<file path="config.mk">
export PLATFORM = sky130hd
export DESIGN_NAME = mrde_ctrl
export DESIGN_NICKNAME = d
export VERILOG_FILES = /design/src/rtl/mrde_pkg.sv /design/src/rtl/mrde_ctrl.sv
export SDC_FILE = /design/constraint.sdc
export NUM_CORES = 1
export LEC_CHECK = 0
export ABC_AREA = 1
export BUFFER_PORTS_ARGS = -buffer_cell sky130_fd_sc_hd__buf_2
export CAP_MARGIN = 20
export CORE_MARGIN = 2
export CORE_UTILIZATION = 30
export CTS_CLUSTER_DIAMETER = 100
export DETAILED_ROUTE_END_ITERATION = 12
export HOLD_SLACK_MARGIN = 0.15
export PLACE_DENSITY_LB_ADDON = 0.2
export SLEW_MARGIN = 40
export SYNTH_ARGS = -nofsm -noshare
export SYNTH_HDL_FRONTEND = slang
export SYNTH_SLANG_ARGS = --single-unit
</file>
<file path="constraint.sdc">
create_clock -name clk -period 3.8 [get_ports clk]
set_clock_uncertainty 0.1 [all_clocks]
set_input_delay 0.38 -clock clk [delete_from_list [all_inputs] [get_ports clk]]
set_output_delay 0.38 -clock clk [all_outputs]
set_load 0.005 [all_outputs]
</file>
<file path="src/rtl/mrde_pkg.sv">
`default_nettype none
// ----------------------------------------------------------------------------
// mrde_pkg
// Shared types and constants of the raster draw engine: request codes,
// controller states, the command and status records between controller and
// datapath, and the default frame geometry.
// ----------------------------------------------------------------------------
package mrde_pkg;

  localparam int ROWS_DEF      = 240;
  localparam int COLS_DEF      = 320;
  localparam int WORD_BITS_DEF = 32;

  localparam int XW = 8;
  localparam int YW = 9;
  localparam int RW = 9;
  localparam int DW = 32;
  localparam int CW = 12;

  typedef enum logic [2:0] {
    REQ_PIXEL  = 3'd0,
    REQ_CLEAR  = 3'd1,
    REQ_LINE   = 3'd2,
    REQ_RECT   = 3'd3,
    REQ_CIRCLE = 3'd4,
    REQ_READ   = 3'd5
  } req_t;

  typedef enum logic [3:0] {
    ST_INIT,
    ST_IDLE,
    ST_DISPATCH,
    ST_CLEAR,
    ST_LINE_DIV,
    ST_LINE_PLOT,
    ST_RECT,
    ST_CIRC_PLOT,
    ST_CIRC_STEP,
    ST_PX_READ,
    ST_PX_WRITE,
    ST_RD_WAIT,
    ST_RESULT
  } state_t;

  typedef enum logic [2:0] {
    PX_NONE,
    PX_LINE,
    PX_RECT,
    PX_CIRC,
    PX_SINGLE
  } pxsrc_t;

  typedef struct packed {
    logic   load;
    logic   clr_start;
    logic   clr_step;
    logic   line_init;
    logic   div_start;
    logic   line_next;
    logic   rect_init;
    logic   rect_next;
    logic   circ_init;
    logic   circ_step;
    logic   oct_next;
    pxsrc_t px_src;
    logic   px_rd;
    logic   px_wr;
    logic   word_rd;
    logic   word_cap;
    logic   set_status;
  } cmd_t;

  typedef struct packed {
    logic clr_done;
    logic div_done;
    logic line_done;
    logic line_bad;
    logic line_trivial;
    logic rect_done;
    logic oct_last;
    logic circ_done;
  } stat_t;

endpackage
`default_nettype wire

</file>
<file path="src/rtl/mrde_ctrl.sv">
`default_nettype none
// ----------------------------------------------------------------------------
// mrde_ctrl
// Controller of the raster draw engine. It sequences the clearing pass,
// shape walks, pixel read-modify-writes, word reads and the result handshake.
// ----------------------------------------------------------------------------
module mrde_ctrl
  import mrde_pkg::*;
(
  input  wire   clk,
  input  wire   rst_n,
  input  wire   in_valid,
  output logic  in_ready,
  input  wire   [2:0] in_req_type,
  output logic  out_valid,
  input  wire   out_ready,
  output cmd_t  cmd,
  input  stat_t st
);

  state_t state_r, state_nxt;
  req_t   req_r, req_nxt;
  pxsrc_t back_r, back_nxt;

  always_ff @(posedge clk) begin
    if (!rst_n) begin
      state_r <= ST_INIT;
      req_r   <= REQ_PIXEL;
      back_r  <= PX_NONE;
    end else begin
      state_r <= state_nxt;
      req_r   <= req_nxt;
      back_r  <= back_nxt;
    end
  end

  always_comb begin
    state_nxt = state_r;
    req_nxt   = req_r;
    back_nxt  = back_r;
    cmd       = '0;
    cmd.px_src = PX_NONE;
    in_ready  = 1'b0;
    out_valid = 1'b0;
    case (state_r)
      ST_INIT: begin
        cmd.clr_step = 1'b1;
        if (st.clr_done) state_nxt = ST_IDLE;
      end
      ST_IDLE: begin
        in_ready = 1'b1;
        if (in_valid) begin
          cmd.load  = 1'b1;
          req_nxt   = req_t'(in_req_type);
          state_nxt = ST_DISPATCH;
        end
      end
      ST_DISPATCH: begin
        case (req_r)
          REQ_PIXEL: begin
            back_nxt  = PX_SINGLE;
            state_nxt = ST_PX_READ;
          end
          REQ_CLEAR: begin
            cmd.clr_start = 1'b1;
            state_nxt = ST_CLEAR;
          end
          REQ_LINE: begin
            cmd.line_init = 1'b1;
            state_nxt = ST_LINE_DIV;
          end
          REQ_RECT: begin
            cmd.rect_init = 1'b1;
            state_nxt = ST_RECT;
          end
          REQ_CIRCLE: begin
            cmd.circ_init = 1'b1;
            state_nxt = ST_CIRC_PLOT;
          end
          REQ_READ: begin
            cmd.word_rd = 1'b1;
            state_nxt = ST_RD_WAIT;
          end
          default: state_nxt = ST_RESULT;
        endcase
      end
      ST_CLEAR: begin
        cmd.clr_step = 1'b1;
        if (st.clr_done) state_nxt = ST_RESULT;
      end
      ST_LINE_DIV: begin
        if (st.line_bad) begin
          cmd.set_status = 1'b1;
          state_nxt = ST_RESULT;
        end else if (st.line_done) begin
          state_nxt = ST_RESULT;
        end else if (st.line_trivial || st.div_done) begin
          back_nxt  = PX_LINE;
          state_nxt = ST_PX_READ;
        end else begin
          cmd.div_start = 1'b1;
        end
      end
      ST_LINE_PLOT: begin
        cmd.line_next = 1'b1;
        state_nxt = ST_LINE_DIV;
      end
      ST_RECT: begin
        if (st.rect_done) state_nxt = ST_RESULT;
        else begin
          back_nxt  = PX_RECT;
          state_nxt = ST_PX_READ;
        end
      end
      ST_CIRC_PLOT: begin
        if (st.circ_done) state_nxt = ST_RESULT;
        else begin
          back_nxt  = PX_CIRC;
          state_nxt = ST_PX_READ;
        end
      end
      ST_CIRC_STEP: begin
        cmd.circ_step = 1'b1;
        state_nxt = ST_CIRC_PLOT;
      end
      ST_PX_READ: begin
        cmd.px_src = back_r;
        cmd.px_rd  = 1'b1;
        state_nxt  = ST_PX_WRITE;
      end
      ST_PX_WRITE: begin
        cmd.px_src = back_r;
        cmd.px_wr  = 1'b1;
        case (back_r)
          PX_LINE: state_nxt = ST_LINE_PLOT;
          PX_RECT: begin
            cmd.rect_next = 1'b1;
            state_nxt = ST_RECT;
          end
          PX_CIRC: begin
            cmd.oct_next = 1'b1;
            state_nxt = st.oct_last ? ST_CIRC_STEP : ST_CIRC_PLOT;
          end
          default: state_nxt = ST_RESULT;
        endcase
      end
      ST_RD_WAIT: begin
        cmd.word_cap = 1'b1;
        state_nxt = ST_RESULT;
      end
      ST_RESULT: begin
        out_valid = 1'b1;
        if (out_ready) state_nxt = ST_IDLE;
      end
      default: state_nxt = ST_IDLE;
    endcase
  end

  a_init_quiet: assert property (@(posedge clk) disable iff (!rst_n)
    (state_r == ST_INIT) |-> !in_ready && !out_valid)
    else $error("handshake active during clearing pass");
  a_ready_out_excl: assert property (@(posedge clk) disable iff (!rst_n)
    !(in_ready && out_valid))
    else $error("request and result both open");
  a_wr_after_rd: assert property (@(posedge clk) disable iff (!rst_n)
    cmd.px_wr |-> $past(cmd.px_rd))
    else $error("pixel write without prior read");

endmodule
`default_nettype wire

</file>
==> flow_metrics.env <==
export IMPL_status="finished clean"
export IMPL_arrival_ns=1.46
export IMPL_viasPerCell=4.96
export IMPL_cts_setup_buffers=0
export IMPL_yosysWarnings=0
export IMPL_grt_start_max_net_pins=8
export IMPL_rr_worst_depth=9
export IMPL_synth_seq_cells=10
export IMPL_grt_pass1_vias=971
export IMPL_die_h_um=57.7
export IMPL_powerDensity_nw_per_um2=524
export IMPL_crit_required_ns=3.32
export IMPL_cts_tree="done"
export IMPL_ios=36
export IMPL_fp_row_count=19
export IMPL_tightest_slew_ns=0.235
export IMPL_antenna_found_initial=0
export IMPL_post_route_util=0.399
export IMPL_diodes=0
export IMPL_drtAntennaViolNets=0
export IMPL_start_kind="flop"
export IMPL_synth_fp_nets=173
export IMPL_synth_avg_cell_area_um2=5.47
export IMPL_hold_path_class="input pin to flop"
export IMPL_gr_total_overflow=0
export IMPL_final_setup_tns_ns=0
export IMPL_synth_sequential_area_ratio=0.232
export IMPL_post_synth_top_area_fraction=0.232
export IMPL_drcViolationCount=0
export IMPL_worst_r2r_startpoint="state_r[3]"
export IMPL_hold_buffers=0
export IMPL_insertion_delay_ns=0.26
export IMPL_hpwl_um=2080
export IMPL_finalSetupViolCount=0
export IMPL_timing_slew_headroom=0.842
export IMPL_wl_per_cell_um=10.7
export IMPL_area_delta_synth_final_pct=27.4
export IMPL_clockBufferDepth=2
export IMPL_yosys_top_cells_area="dfxtp_1, nand2_1, nor2_1"
export IMPL_num_vias=1127
export IMPL_hold_end="req_r[1]"
export IMPL_final_common_cell="nand2_1"
export IMPL_syn_inst=158
export IMPL_drt_initial_drc_count=24
export IMPL_worstHoldStart="in_req_type[1]"
export IMPL_dr_pass1_iters=5
export IMPL_globalplace_congestion=0.862
export IMPL_fin_crit_ns=1.94
export IMPL_fin_crit_sh=0.510
export IMPL_grt_total_usage=0.150
export IMPL_r2r_slack_ns=2.26
export IMPL_cts_root_buf="clkbuf_4"
export IMPL_dieArea_um2=3330
export IMPL_synth_area_um2=865
export IMPL_fin_nets=213
export IMPL_mostFrequentLayoutCells="nand2_1, buf_2, nor2_1"
export IMPL_drive_above_1_share=0.265
export IMPL_fmaxAchievable_mhz=516
export IMPL_cts_max_level=1
export IMPL_maxSlewViolCount=0
export IMPL_clkSinkCount=10
export IMPL_rsz0062_at_grt="no"
export IMPL_path_class="flop to output port"
export IMPL_port_buffer_count=35
export IMPL_cap_violations=0
export IMPL_clk_pin_slew_worst_paths_ns=0.06
export IMPL_p_leak_uw=0.000594
export IMPL_worstPathCellList="inv_2 > nand2_1 > inv_1 > nand2_1 > inv_1 > nor2_1 > nor2_1 > buf_2"
export IMPL_cts_inserted_buffers=3
export IMPL_peakVddDrop_mv=0.227
export IMPL_finalHoldViolCount=0
export IMPL_grt_pass1_wl_um=3990
export IMPL_critPathMaxStageDelay_ns=0.38
export IMPL_r2r_end="back_r[2]"
export IMPL_cts_resized=0
export IMPL_initial_core_util=0.314
export IMPL_ys_types=18
export IMPL_coreArea_um2=2760
export IMPL_cp_max_fo=5
export IMPL_power_uw=577
export IMPL_hold_depth=3
export IMPL_slowest_stage="dfxtp_1"
export IMPL_wl_um=2430
export IMPL_cp_end_kind="output port"
export IMPL_die_w_um=57.7
export IMPL_yosysTopAreaCell="dfxtp_1"
per-stage QoR:
step                      hold slack (ns)  setup slack, ns  std cells  cell area, µm²
after global routing                0.331             1.68        227            1100
after detailed placement            0.395             2.16        224            1080
after global placement              0.385             2.15        224            1080
final                               0.301             1.86        227            1100
after CTS                           0.302             1.88        227            1100
after floorplan                     0.359             2.38        158             865
cells in the mapped netlist:
| cell | n |
|---|---|
| nand3_1 | 16 |
| nand4_1 | 2 |
| nand2_2 | 2 |
| nand2_4 | 1 |
| o21ai_0 | 8 |
| nor2_1 | 24 |
| a21oi_1 | 13 |
| nand3b_1 | 1 |
| inv_2 | 4 |
| o21ai_2 | 1 |
| o211ai_1 | 1 |
| dfxtp_1 | 10 |
| nand2_1 | 36 |
| nor3_1 | 9 |
| o21ai_1 | 1 |
| nor2_4 | 1 |
| nor2_2 | 5 |
| inv_1 | 23 |
power breakdown:
part | switching [µW] | total [µW] | internal, µW
combinational | 220 | 337 | 117
clock | 32.8 | 69.2 | 36.4
sequential | 34.6 | 171 | 136
total | 288 | 577 | 289
how the worst max path moves through the flow:
stage,slack (ns),to,cells after the start,start
6_report,1.86,cmd[5],8,state_r[2]
5_1_grt,1.68,cmd[7],8,state_r[1]
4_1_cts,1.88,cmd[5],8,state_r[2]
3_5_place_dp,2.16,cmd[7],8,state_r[2]
3_3_place_gp,2.15,cmd[7],8,state_r[2]
2_1_floorplan,2.38,cmd[5],7,state_r[1]
final cells by class:
| cell class | instances | area (µm²) |
|---|---|---|
| Sequential cell | 10 | 200 |
| Clock buffer | 3 | 22.5 |
| Timing Repair Buffer | 35 | 175 |
| Inverter | 27 | 101 |
| Multi-Input combinational cell | 121 | 563 |
| Fill cell | 330 | 1660 |
| Tap cell | 31 | 38.8 |
worst max-delay path, delay by kind of cell (launching register included):
family	cells	cell delay, ns
DFF	1	0.38
and+or+nand+nor	4	0.43
buffers and inverters	4	0.37
registers in the layout, summed over array words and instances, names as in the netlist:
signal,count
back_r,3
req_r,3
state_r,4
routing by layer:
metal	vias to the layer above	routed length, µm	GRT usage	share of wire
met2	52	1130	0.260	0.46
met3	5	186	0.0201	0.076
met4	0	41	0.0631	0.017
li1	588	-	-	-
met1	482	1080	0.187	0.44
met5	-	0	0	0
cells by family (layout without fill, tap and decap cells):
logic type      Yosys count  after routing  share of synthesized area
compound gates           24             24                      0.146
simple gates             97             97                      0.505
flops                    10             10                      0.232
buf+inv                  27             65                      0.117
Power figures use the tool's default switching activity.
